<file path="config.mk">
export PLATFORM = sky130hd
export DESIGN_NAME = hsv_color_blob_centroid
export DESIGN_NICKNAME = d
export VERILOG_FILES = /design/src/rtl/hcbc_pkg.sv /design/src/rtl/hsv_color_blob_centroid.sv /design/src/rtl/hcbc_dp.sv /design/src/rtl/hcbc_ctrl.sv
export SDC_FILE = /design/constraint.sdc
export NUM_CORES = 2
export LEC_CHECK = 0
export BUFFER_PORTS_ARGS = -buffer_cell sky130_fd_sc_hd__buf_2
export CAP_MARGIN = 30
export CORE_MARGIN = 1.5
export CORE_UTILIZATION = 53
export DETAILED_ROUTE_END_ITERATION = 12
export MAX_ROUTING_LAYER = met4
export PLACE_DENSITY = 0.7
export SETUP_SLACK_MARGIN = 0.5
export SYNTH_ARGS = -nofsm -noshare
export SYNTH_HDL_FRONTEND = slang
export SYNTH_SLANG_ARGS = --single-unit
export TNS_END_PERCENT = 10
</file>
<file path="constraint.sdc">
create_clock -name clk -period 23.9 [get_ports clk]
set_input_delay 2.39 -clock clk [delete_from_list [all_inputs] [get_ports clk]]
set_output_delay 2.39 -clock clk [all_outputs]
set_load 0.01 [all_outputs]
</file>
<file path="src/rtl/hcbc_pkg.sv">
`timescale 1ns / 1ps
// Package for the HSV color blob centroid block: widths, limits, register
// indexes and reset values, and the controller-to-datapath command types.
// No dependencies.
package hcbc_pkg;

  localparam int MAX_ROW_PIXELS = 4096;
  localparam int MAX_ROWS       = 4096;

  localparam int PIX_W   = 32;
  localparam int POS_W   = 12;
  localparam int WIDTH_W = 13;
  localparam int SUM_W   = 36;
  localparam int CNT_W   = 25;
  localparam int HUE_W   = 9;
  localparam int SAT_W   = 7;
  localparam int VAL_W   = 8;
  localparam int IDX_W   = 3;
  localparam int DATA_W  = 13;

  localparam int DIV_STEPS  = SUM_W;
  localparam int STEP_W     = $clog2(DIV_STEPS);

  localparam logic [IDX_W-1:0] REG_ROW_WIDTH = 3'd0;
  localparam logic [IDX_W-1:0] REG_HUE_LOW   = 3'd1;
  localparam logic [IDX_W-1:0] REG_HUE_HIGH  = 3'd2;
  localparam logic [IDX_W-1:0] REG_SAT_MIN   = 3'd3;
  localparam logic [IDX_W-1:0] REG_VALUE_MIN = 3'd4;

  localparam logic [WIDTH_W-1:0] ROW_WIDTH_RST = 13'd640;
  localparam logic [HUE_W-1:0]   HUE_LOW_RST   = 9'd25;
  localparam logic [HUE_W-1:0]   HUE_HIGH_RST  = 9'd45;
  localparam logic [SAT_W-1:0]   SAT_MIN_RST   = 7'd40;
  localparam logic [VAL_W-1:0]   VALUE_MIN_RST = 8'd127;

  typedef struct packed {
    logic s1_load;
    logic emit;
    logic acc;
    logic div_load;
    logic div_step;
    logic finish;
  } cmd_t;

  typedef struct packed {
    logic s1_last;
  } status_t;

endpackage

</file>
<file path="src/rtl/hsv_color_blob_centroid.sv">
`timescale 1ns / 1ps
// Ordinary pixels pass through the input word register and then the output word
// register, one pixel per cycle sustained while the output side is not stalled.
// A frame-end pixel's word follows accumulate, divider load, 36 steps of two
// parallel restoring dividers and the output write; the input stalls meanwhile.
// Reset: synchronous, clears control, counters, sums and centroid; registers
// return to their defaults. No clearing pass. Uses hcbc_pkg.
module hsv_color_blob_centroid (
  input  logic                          clk,
  input  logic                          rst,
  input  logic                          in_valid,
  output logic                          in_stall,
  input  logic [hcbc_pkg::PIX_W-1:0]    pixel_in,
  input  logic                          frame_last,
  output logic                          out_valid,
  input  logic                          out_stall,
  output logic [hcbc_pkg::PIX_W-1:0]    pixel_out,
  output logic                          matched,
  output logic                          end_of_frame,
  output logic [hcbc_pkg::POS_W-1:0]    centroid_x,
  output logic [hcbc_pkg::POS_W-1:0]    centroid_y,
  output logic                          centroid_found,
  input  logic                          cfg_valid,
  output logic                          cfg_ready,
  input  logic [hcbc_pkg::IDX_W-1:0]    cfg_index,
  input  logic [hcbc_pkg::DATA_W-1:0]   cfg_data
);
  import hcbc_pkg::*;

  cmd_t    cmd;
  status_t status;

  assign cfg_ready = 1'b1;

  hcbc_ctrl u_ctrl (
    .clk       (clk),
    .rst       (rst),
    .in_valid  (in_valid),
    .in_stall  (in_stall),
    .out_valid (out_valid),
    .out_stall (out_stall),
    .status    (status),
    .cmd       (cmd)
  );

  hcbc_dp u_dp (
    .clk            (clk),
    .rst            (rst),
    .cmd            (cmd),
    .status         (status),
    .pixel_in       (pixel_in),
    .frame_last     (frame_last),
    .cfg_write      (cfg_valid && cfg_ready),
    .cfg_index      (cfg_index),
    .cfg_data       (cfg_data),
    .pixel_out      (pixel_out),
    .matched        (matched),
    .end_of_frame   (end_of_frame),
    .centroid_x     (centroid_x),
    .centroid_y     (centroid_y),
    .centroid_found (centroid_found)
  );

endmodule

</file>
<file path="src/rtl/hcbc_dp.sv">
`timescale 1ns / 1ps
// Datapath: configuration registers, pixel classifier, position counters,
// sums, two restoring dividers and the output word. Depends on hcbc_pkg.
module hcbc_dp (
  input  logic                          clk,
  input  logic                          rst,
  input  hcbc_pkg::cmd_t                cmd,
  output hcbc_pkg::status_t             status,
  input  logic [hcbc_pkg::PIX_W-1:0]    pixel_in,
  input  logic                          frame_last,
  input  logic                          cfg_write,
  input  logic [hcbc_pkg::IDX_W-1:0]    cfg_index,
  input  logic [hcbc_pkg::DATA_W-1:0]   cfg_data,
  output logic [hcbc_pkg::PIX_W-1:0]    pixel_out,
  output logic                          matched,
  output logic                          end_of_frame,
  output logic [hcbc_pkg::POS_W-1:0]    centroid_x,
  output logic [hcbc_pkg::POS_W-1:0]    centroid_y,
  output logic                          centroid_found
);
  import hcbc_pkg::*;

  logic [WIDTH_W-1:0] row_width;
  logic [HUE_W-1:0]   hue_low_deg;
  logic [HUE_W-1:0]   hue_high_deg;
  logic [SAT_W-1:0]   sat_min_percent;
  logic [VAL_W-1:0]   value_min;

  logic [PIX_W-1:0]   s1_pixel;
  logic               s1_last;

  logic [POS_W-1:0]   column_count;
  logic [POS_W-1:0]   row_count;
  logic [SUM_W-1:0]   sum_columns;
  logic [SUM_W-1:0]   sum_rows;
  logic [CNT_W-1:0]   match_count;

  logic [CNT_W-1:0]   rem_x, rem_y;
  logic [SUM_W-1:0]   quo_x, quo_y;
  logic [CNT_W:0]     shift_x, shift_y;
  logic [CNT_W:0]     trial_x, trial_y;

  logic [7:0]         r, g, b, mx, mn, d;
  logic [14:0]        sat_lhs, sat_rhs;
  logic signed [18:0] n, lo_n, hi_n, dd;
  logic               hit;

  logic [WIDTH_W-1:0] width_eff;
  logic [POS_W:0]     col_inc, row_inc;
  logic               found;

  always_ff @(posedge clk) begin
    if (rst) begin
      row_width       <= ROW_WIDTH_RST;
      hue_low_deg     <= HUE_LOW_RST;
      hue_high_deg    <= HUE_HIGH_RST;
      sat_min_percent <= SAT_MIN_RST;
      value_min       <= VALUE_MIN_RST;
    end else if (cfg_write) begin
      unique case (cfg_index)
        REG_ROW_WIDTH: row_width       <= cfg_data;
        REG_HUE_LOW:   hue_low_deg     <= cfg_data[HUE_W-1:0];
        REG_HUE_HIGH:  hue_high_deg    <= cfg_data[HUE_W-1:0];
        REG_SAT_MIN:   sat_min_percent <= cfg_data[SAT_W-1:0];
        REG_VALUE_MIN: value_min       <= cfg_data[VAL_W-1:0];
        default: ;
      endcase
    end
  end

  always_ff @(posedge clk) begin
    if (cmd.s1_load) begin
      s1_pixel <= pixel_in;
      s1_last  <= frame_last;
    end
  end

  assign status.s1_last = s1_last;

  always_comb begin
    r  = s1_pixel[23:16];
    g  = s1_pixel[15:8];
    b  = s1_pixel[7:0];
    mx = r;
    mn = r;
    if (g > mx) mx = g;
    if (b > mx) mx = b;
    if (g < mn) mn = g;
    if (b < mn) mn = b;
    d  = mx - mn;
    dd = signed'({11'b0, d});
    sat_lhs = {7'b0, d} * 15'd100;
    sat_rhs = {8'b0, sat_min_percent} * {7'b0, mx};
    if (r == mx) begin
      n = 19'sd60 * (signed'({11'b0, g}) - signed'({11'b0, b}));
      if (n < 0) n = n + 19'sd360 * dd;
    end else if (g == mx) begin
      n = 19'sd120 * dd + 19'sd60 * (signed'({11'b0, b}) - signed'({11'b0, r}));
    end else begin
      n = 19'sd240 * dd + 19'sd60 * (signed'({11'b0, r}) - signed'({11'b0, g}));
    end
    lo_n = signed'({10'b0, hue_low_deg}) * dd;
    hi_n = signed'({10'b0, hue_high_deg}) * dd;
    hit  = (sat_lhs > sat_rhs) && (mx > value_min) && (n > lo_n) && (n < hi_n);
  end

  always_comb begin
    if (row_width == '0) width_eff = WIDTH_W'(1);
    else if (row_width > WIDTH_W'(MAX_ROW_PIXELS)) width_eff = WIDTH_W'(MAX_ROW_PIXELS);
    else width_eff = row_width;
    col_inc = {1'b0, column_count} + 13'd1;
    row_inc = {1'b0, row_count} + 13'd1;
  end

  always_ff @(posedge clk) begin
    if (rst || cmd.finish) begin
      column_count <= '0;
      row_count    <= '0;
      sum_columns  <= '0;
      sum_rows     <= '0;
      match_count  <= '0;
    end else if (cmd.acc) begin
      if (hit) begin
        sum_columns <= sum_columns + {24'b0, column_count};
        sum_rows    <= sum_rows + {24'b0, row_count};
        match_count <= match_count + CNT_W'(1);
      end
      if (col_inc >= width_eff) begin
        column_count <= '0;
        if (row_inc >= 13'(MAX_ROWS)) row_count <= '0;
        else row_count <= row_inc[POS_W-1:0];
      end else begin
        column_count <= col_inc[POS_W-1:0];
      end
    end
  end

  always_comb begin
    shift_x = {rem_x, quo_x[SUM_W-1]};
    shift_y = {rem_y, quo_y[SUM_W-1]};
    trial_x = shift_x - {1'b0, match_count};
    trial_y = shift_y - {1'b0, match_count};
  end

  always_ff @(posedge clk) begin
    if (cmd.div_load) begin
      rem_x <= '0;
      rem_y <= '0;
      quo_x <= sum_columns;
      quo_y <= sum_rows;
    end else if (cmd.div_step) begin
      if (shift_x >= {1'b0, match_count}) begin
        rem_x <= trial_x[CNT_W-1:0];
        quo_x <= {quo_x[SUM_W-2:0], 1'b1};
      end else begin
        rem_x <= shift_x[CNT_W-1:0];
        quo_x <= {quo_x[SUM_W-2:0], 1'b0};
      end
      if (shift_y >= {1'b0, match_count}) begin
        rem_y <= trial_y[CNT_W-1:0];
        quo_y <= {quo_y[SUM_W-2:0], 1'b1};
      end else begin
        rem_y <= shift_y[CNT_W-1:0];
        quo_y <= {quo_y[SUM_W-2:0], 1'b0};
      end
    end
  end

  assign found = cmd.finish && (match_count != '0);

  always_ff @(posedge clk) begin
    if (rst) begin
      centroid_x <= '0;
      centroid_y <= '0;
    end else if (found) begin
      centroid_x <= quo_x[POS_W-1:0];
      centroid_y <= quo_y[POS_W-1:0];
    end
  end

  always_ff @(posedge clk) begin
    if (cmd.emit) begin
      pixel_out      <= hit ? (s1_pixel | 32'h00FF_0000) : s1_pixel;
      matched        <= hit;
      end_of_frame   <= s1_last;
      centroid_found <= found;
    end
  end

endmodule

</file>
<file path="src/rtl/hcbc_ctrl.sv">
`timescale 1ns / 1ps
// Controller: input and output word occupancy, the frame-end sequence and the
// divider step count. Depends on hcbc_pkg.
module hcbc_ctrl (
  input  logic              clk,
  input  logic              rst,
  input  logic              in_valid,
  output logic              in_stall,
  output logic              out_valid,
  input  logic              out_stall,
  input  hcbc_pkg::status_t status,
  output hcbc_pkg::cmd_t    cmd
);
  import hcbc_pkg::*;

  localparam logic [1:0] ST_RUN  = 2'd0;
  localparam logic [1:0] ST_LOAD = 2'd1;
  localparam logic [1:0] ST_DIV  = 2'd2;
  localparam logic [1:0] ST_DONE = 2'd3;

  logic [1:0]        state, state_next;
  logic [STEP_W-1:0] step;
  logic              s1_valid;
  logic              out_free;
  logic              consume;

  assign out_free = !out_valid || !out_stall;

  always_comb begin
    state_next   = state;
    cmd          = '0;
    consume      = 1'b0;
    unique case (state)
      ST_RUN: begin
        if (s1_valid && status.s1_last) begin
          cmd.acc    = 1'b1;
          state_next = ST_LOAD;
        end else if (s1_valid && out_free) begin
          cmd.acc  = 1'b1;
          cmd.emit = 1'b1;
          consume  = 1'b1;
        end
      end
      ST_LOAD: begin
        cmd.div_load = 1'b1;
        state_next   = ST_DIV;
      end
      ST_DIV: begin
        cmd.div_step = 1'b1;
        if (step == STEP_W'(DIV_STEPS - 1)) state_next = ST_DONE;
      end
      ST_DONE: begin
        if (out_free) begin
          cmd.emit   = 1'b1;
          cmd.finish = 1'b1;
          consume    = 1'b1;
          state_next = ST_RUN;
        end
      end
      default: state_next = ST_RUN;
    endcase
    in_stall    = !((state == ST_RUN) && (!s1_valid || consume));
    cmd.s1_load = in_valid && !in_stall;
  end

  always_ff @(posedge clk) begin
    if (rst) begin
      state     <= ST_RUN;
      step      <= '0;
      s1_valid  <= 1'b0;
      out_valid <= 1'b0;
    end else begin
      state <= state_next;
      if (cmd.div_load) step <= '0;
      else if (cmd.div_step) step <= step + STEP_W'(1);
      if (cmd.s1_load) s1_valid <= 1'b1;
      else if (consume) s1_valid <= 1'b0;
      if (cmd.emit) out_valid <= 1'b1;
      else if (!out_stall) out_valid <= 1'b0;
    end
  end

  a_emit_free: assert property (@(posedge clk) disable iff (rst)
    cmd.emit |-> (!out_valid || !out_stall))
    else $error("result word written over an undelivered word");

  a_accept_empty: assert property (@(posedge clk) disable iff (rst)
    (cmd.s1_load && s1_valid) |-> consume)
    else $error("input word accepted over a held word");

  a_load_div: assert property (@(posedge clk) disable iff (rst)
    (state == ST_LOAD) |=> (state == ST_DIV && step == '0))
    else $error("divider start lost");

  a_div_last: assert property (@(posedge clk) disable iff (rst)
    cmd.div_load |-> (s1_valid && status.s1_last))
    else $error("division started without a frame-end word");

endmodule

</file>
=== After elaboration in Yosys (flattened, before gate mapping) ===
Index checks and enable logic that the tools add are counted.

* Flip-flop bits (word level): 391
* Bits in read-only memories: 0
* Bits of input ports: 54
* Memories: 0
* Bits in latches: 0
* Bits in writable memories: 0
* Output and inout port bits: 62
* Logic and storage cells: 149

* Bitwise gates (word level): 0
* Eq/ne operators: 14
* Multipliers: 10
* $lt $le $gt $ge: 14
* Shifts and indexed selects: 0
* Mux-type cells: 39
* Reduce and logical (&&, ||, !) cells: 30
* Add/sub/neg operators: 15
* Div/mod/pow operators: 0

{| class="wikitable"
|+ Operators with widths
! cell !! count
|-
| $mux 36 || 4
|-
| $add 36x12->36 || 2
|-
| $mux 19 || 3
|-
| $ge 26x25->1 || 2
|-
| $mux 25 || 2
|-
| $sub 25x25->25 || 2
|-
| $add 19x19->19 || 2
|-
| $mul 5x19->17 const A || 2
|-
| $mul 9x8->17 || 2
|-
| $mux 8 || 4
|-
| $sub 8x8->9 || 3
|-
| $add 12x1->13 const B || 2
|-
| $mux 13 || 2
|-
| $add 25x1->25 const B || 1
|-
| $reduce_bool 25->1 || 1
|-
| $gt 8x8->1 || 3
|-
| $mul 4x8->12 const A || 2
|-
| $mux 12 || 2
|-
| $add 19x18->19 || 1
|-
| $gt 19x19->1 || 1
|-
| $lt 19x1->1 const B || 1
|-
| $lt 19x19->1 || 1
|-
| $eq 8x8->1 || 2
|-
| $lt 8x8->1 || 2
|-
| other kinds (31) || 73
|}

=== Longest topological paths before layout ===
* Depth after elaboration: 13
* Gate-level depth with buffers: 64
* Depth with buffers taken out: 60

=== Modules after synthesis ===
From an unflattened synthesis, not the netlist that was laid out.

* Cells, all modules: 4268
* Area, all modules: 37274.5 um^2

{| class="wikitable"
|+ Modules (own cells, without submodules)
! module !! area each (um^2) !! times used !! cells an instance !! seq. area each (um^2)
|-
| hcbc_dp || 36697.7 || 1 || 4204 || 9028.7
|-
| hcbc_ctrl || 565.5 || 1 || 62 || 200.2
|-
| hsv_color_blob_centroid || 11.3 || 1 || 2 || 0.0
|}

=== Worst setup path before layout ===
No wires, ideal clock.

* Path kind: flip-flop to flip-flop
* Start: reg u_dp.s1_pixel[12]
* End: reg u_dp.match_count[19]
* Arrival time: 12.319 ns
* Required time: 23.772 ns
* Slack: 11.454 ns
* Library setup time: 0.128 ns
* Stages on the path, launching flop included: 63
* Cell sequence: edfxtp_1 -> inv_1 -> ha_1 -> a21o_1 -> or3_4 -> o211ai_1 -> and2_1 -> buf_2 -> nor2_1 -> a21oi_1 -> ha_1 -> a21o_1 -> a21o_1 -> a21o_1 -> a21o_1 -> a21o_1 -> o21ai_1 -> buf_4 -> [27 not listed] -> nand2b_1 -> a21oi_1 -> o21bai_1 -> a21oi_1 -> xnor2_1 -> ha_1 -> nand2_1 -> nor2_1 -> a221oi_1 -> o211ai_1 -> a21oi_1 -> o21ai_0 -> a311o_1 -> nor3_2 -> clkbuf_1 -> or4b_1 -> xnor2_1 -> nor2_1

* Cells in the longest elaborated chain, start to end: 13
* Elaborated cells between the ends (all ways): 37
* Those cells by class: add/sub (6); mul (9); order compare (9); eq/ne (2); mux (7); reduce/logical (4)

{| class="wikitable"
|+ RTL lines
! item !! RTL line !! RTL
|-
| start: declaration || hcbc_dp.sv:29 || <nowiki>logic [PIX_W-1:0] s1_pixel;</nowiki>
|-
| start signal: assignment || hcbc_dp.sv:73 || <nowiki>s1_pixel <= pixel_in;</nowiki>
|-
| $gt 8x8->1 / $lt 8x8->1 (equally long branches) || hcbc_dp.sv:86, hcbc_dp.sv:88 ||
|-
| $mux 8, on equally long branches || hcbc_dp.sv:86, hcbc_dp.sv:88 ||
|-
| $gt 8x8->1 / $lt 8x8->1 (equally long branches) || hcbc_dp.sv:87, hcbc_dp.sv:89 ||
|-
| $mux 8, on equally long branches || hcbc_dp.sv:87, hcbc_dp.sv:89 ||
|-
| $sub 8x8->8 || hcbc_dp.sv:90 || <nowiki>d = mx - mn;</nowiki>
|-
| $mul 4x8->12 / $mul 6x8->14 (equally long branches) || hcbc_dp.sv:98, hcbc_dp.sv:100, hcbc_dp.sv:96 ||
|-
| $add 19x19->19 (tied with other cells) || hcbc_dp.sv:98 || <nowiki>n = 19'sd120 * dd + 19'sd60 * (signed'({11'b0, b}) - signed'({11'b0, r}));</nowiki>
|-
| $mux 19, on equally long branches || hcbc_dp.sv:97, hcbc_dp.sv:96 ||
|-
| $mux 19 || hcbc_dp.sv:94 || <nowiki>if (r == mx) begin</nowiki>
|-
| $gt 19x19->1 || hcbc_dp.sv:104 || <nowiki>hit = (sat_lhs > sat_rhs) && (mx > value_min) && (n > lo_n) && (n < hi_n);</nowiki>
|-
| $logic_and 1x1->1 || hcbc_dp.sv:104 ||
|-
| $logic_and 1x1->1 * || hcbc_dp.sv:104 ||
|-
| $reduce_and 2->1 (no source line) * || -- ||
|-
| end signal: assignment || hcbc_dp.sv:126 || <nowiki>match_count <= match_count + CNT_W'(1);</nowiki>
|-
| end: declaration || hcbc_dp.sv:36 || <nowiki>logic [CNT_W-1:0] match_count;</nowiki>
|}

Every way passes the cells marked *; elsewhere a longest branch is shown, timed or not.
A chain may end at the register's enable or synchronous reset.

=== Worst setup path in the final report ===
* Start: reg u_dp.s1_pixel[12]
* End: reg u_dp.sum_rows[15]

* Cells in the longest elaborated chain, start to end: 13
* Elaborated cells between the ends (all ways): 37
* Those cells by class: add/sub (6); mul (9); order compare (9); eq/ne (2); mux (7); reduce/logical (4)

{| class="wikitable"
|+ RTL lines
! item !! RTL line !! RTL
|-
| $gt 8x8->1 / $lt 8x8->1 (equally long branches) || hcbc_dp.sv:86, hcbc_dp.sv:88 ||
|-
| $mux 8, on equally long branches || hcbc_dp.sv:86, hcbc_dp.sv:88 ||
|-
| $gt 8x8->1 / $lt 8x8->1 (equally long branches) || hcbc_dp.sv:87, hcbc_dp.sv:89 ||
|-
| $mux 8, on equally long branches || hcbc_dp.sv:87, hcbc_dp.sv:89 ||
|-
| $sub 8x8->8 || hcbc_dp.sv:90 ||
|-
| $mul 4x8->12 / $mul 6x8->14 (equally long branches) || hcbc_dp.sv:98, hcbc_dp.sv:100, hcbc_dp.sv:96 ||
|-
| $add 19x19->19 (tied with other cells) || hcbc_dp.sv:98 ||
|-
| $mux 19, on equally long branches || hcbc_dp.sv:97, hcbc_dp.sv:96 ||
|-
| $mux 19 || hcbc_dp.sv:94 ||
|-
| $gt 19x19->1 || hcbc_dp.sv:104 ||
|-
| $logic_and 1x1->1 || hcbc_dp.sv:104 ||
|-
| $logic_and 1x1->1 * || hcbc_dp.sv:104 ||
|-
| $reduce_and 2->1 (no source line) * || -- ||
|-
| end signal: assignment || hcbc_dp.sv:125 || <nowiki>sum_rows <= sum_rows + {24'b0, row_count};</nowiki>
|-
| end: declaration || hcbc_dp.sv:35 || <nowiki>logic [SUM_W-1:0] sum_rows;</nowiki>
|}

Marked as above.

==> impl_metrics.json <==
{
  "critPathLaunchType": "register",
  "cts-htree-levels": 2,
  "clock-skew-final_ns": 0.06019,
  "cts_resized": 0,
  "first_iter_violations": 1916,
  "numCtsBuffers": 42,
  "clock_sinks": 391,
  "cp.arrival_ns": 16.11,
  "ioPinCount": 116,
  "cpMostUsedCell": "a21o_1",
  "synth_area_leader_cell": "ha_1",
  "dpl_cell_area_sq_mm": 0.03771,
  "cpMaxStageDelayCell": "fa_1",
  "place_congestion": 0.9533,
  "post-route-drc-count": 0,
  "hold_viol_final": 0,
  "wl_per_cell_um": 17.36,
  "grt_pass1_wl_um": 143700,
  "yosysTopAreaCellShare_pct": 16.31,
  "start_util_pct": 53.72,
  "rows": 95,
  "insertion_delay_ns": 0.61,
  "max_freq_ghz": 0.06417,
  "outcome": "finished, final reports clean",
  "synthesis.area_sq_mm": 0.03620,
  "finalSetupViolCount": 0,
  "worstRegToRegCells": 58,
  "fin_setup_tns_ns": 0,
  "ys_top_cells_by_area": "ha_1, dfxtp_1, edfxtp_1, fa_1, inv_1",
  "yosysUniqueCellTypes": 89,
  "required_ns": 24.43,
  "wirelength_um": 88340,
  "synth-seq-area-share_pct": 25.49,
  "worstMarginPinSlew_ns": 0.9485,
  "maxCapViolCount": 0,
  "cts_tree": "built",
  "ys_ff_latch": 391,
  "async_reset_ff_share_pct": 0,
  "clock-root-buffer": "clkbuf_16",
  "dp_cells": 5007,
  "hp-class": "register to register",
  "fin_crit_ns": 15.58,
  "antenna_left": 0,
  "grt_usage_pct": 26.07,
  "dr.pass1.iters": 5,
  "syn_avg_cell_area_sq_um": 8.785,
  "first_global_vias": 27630,
  "portBuffers": 114,
  "synth.net_count": 4836,
  "area_growth_pct": 8.450,
  "synth_edf_count": 140,
  "routed_via_density": 5.625,
  "path_clk_slew_ns": 0.06,
  "hold_path_depth": 0,
  "fin_crit_sh_pct": 65.20,
  "dieArea_sq_mm": 0.06988,
  "drive_above_1_share_pct": 7.997,
  "grt_max_degree": 78,
  "ys_warn_count": 0,
  "stdcell_count": 5090,
  "cts_buffer_depth": 3,
  "cp_max_fo": 69,
  "die_h_um": 264.4,
  "synth-main-ff-cell": "dfxtp_1",
  "max_stage_delay_ns": 0.83,
  "dp_hpwl_um": 67530,
  "cts_setup_buffers": 0,
  "antenna_found_initial": 4,
  "end_kind": "register",
  "rsz0062_at_grt": "false",
  "fin_nets": 4895,
  "vias": 28630,
  "hold_buffers": 0,
  "path_class": "register to register",
  "post-route-util_pct": 58.25,
  "core-area_sq_mm": 0.06740,
  "design_area_sq_mm": 0.03926,
  "slew_headroom_pct": 36.31,
  "synthCells": 4121,
  "fp.dieW_um": 264.4,
  "drv_slew": 0,
  "grt_overflow": 0
}
## final timing paths
path	startpoint	endpoint	slack [ns]
hold / removal	u_dp.s1_pixel[31]$_DFFE_PP_	u_dp.pixel_out[31]$_DFFE_PP_	0.42
setup reg to reg	u_dp.s1_pixel[12]$_DFFE_PP_	u_dp.sum_rows[15]$_SDFFE_PP0P_	8.32
setup / recovery	u_dp.s1_pixel[12]$_DFFE_PP_	u_dp.sum_rows[15]$_SDFFE_PP0P_	8.32
hold reg to reg	u_dp.s1_pixel[31]$_DFFE_PP_	u_dp.pixel_out[31]$_DFFE_PP_	0.42
## sequential cells by signal (all words and copies together) (netlist names), 13 cells and up
signal and cells:
u_dp.quo_x 36, u_dp.s1_pixel 32, u_dp.row_width 13, u_dp.quo_y 36, u_dp.match_count 25, u_dp.pixel_out 32
u_dp.rem_y 25, u_dp.sum_columns 36, u_dp.rem_x 25, u_dp.sum_rows 36
## cells in the mapped netlist, types with 85 or more instances
cell type and instances:
a21oi_1 283, and2_1 86, clkbuf_1 107, dfxtp_1 251, edfxtp_1 140, fa_1 189, ha_1 472, inv_1 516
nand2_1 411, nor2_1 284, o21ai_0 161, xnor2_1 181, xor2_1 85
## worst max-delay path, delay by kind of cell, from the launching register on
family                   cells  cell delay, ns
adder cells (fa/ha/maj)      9            4.01
XOR/XNOR                     3            0.42
buffers and inverters        6            1.51
AO/OA/AOI/OAI               29            5.85
flip-flops                   1            0.49
AND/OR/NAND/NOR             11            3.21
## area by class of cell
class                           count  area, sq um
Clock buffer                       53         1154
Clock inverter                     25        339.1
Antenna cell                        3        7.507
Multi-Input combinational cell   3078        24620
Tap cell                          873         1092
Timing Repair Buffer              148        870.8
Inverter                          519         1948
Fill cell                        5961        28130
Sequential cell                   391         9229
## per-stage QoR
stage / hold slack [ns] / setup WS [ns]
2_1_floorplan: 0.4003 / 11.45
3_3_place_gp: 0.4015 / 8.881
3_5_place_dp: 0.4054 / 8.516
4_1_cts: 0.4193 / 8.487
5_1_grt: 0.4297 / 7.323
6_report: 0.4170 / 8.316
## cells in the final DEF, fill, tap and decap left out, types with 19 or more instances in the layout
cell type  synthesis  layout
nand4_1           53      53
a211oi_1          67      67
nor2b_1           60      60
nor2_1           284     283
mux2_2            77      77
nand2b_1          43      43
buf_4              4      31
inv_1            516     516
or3_1             32      32
nor3_1            41      41
o21ai_0          161     161
a21oi_1          283     282
and3_1            37      36
clkbuf_16          0      43
buf_2              9     114
o21a_1            23      23
fa_1             189     189
and2_1            86      86
xnor2_1          181     178
dfxtp_1          251     251
nand3_1           49      49
nand2_1          411     411
o21bai_1          44      43
mux2i_1           83      83
o31ai_1           19      19
nor4_1            21      21
edfxtp_1         140     140
a21o_1            81      80
xor2_1            85      82
ha_1             472     469
## cells by family after synthesis
kind of cell | Yosys count | synth area share (%)
other cells | 1 | 0.01036
mux | 161 | 4.752
fa+ha+maj | 663 | 26.82
compound gates | 795 | 13.70
buf+inv | 652 | 6.833
flops | 391 | 25.49
xor+xnor | 266 | 6.435
simple gates | 1192 | 15.96
## routing by layer
metal	track usage (%)	vias up	routed length [um]
met3	4.162	122	5032
met4	7.627	0	2269
met2	41.42	626	40210
li1	-	14180	-
met1	34.35	13710	40840
met5	-	-	0
Power is not shown: default switching activity piles up to over one toggle a cycle in this logic, so the estimate is an artifact.
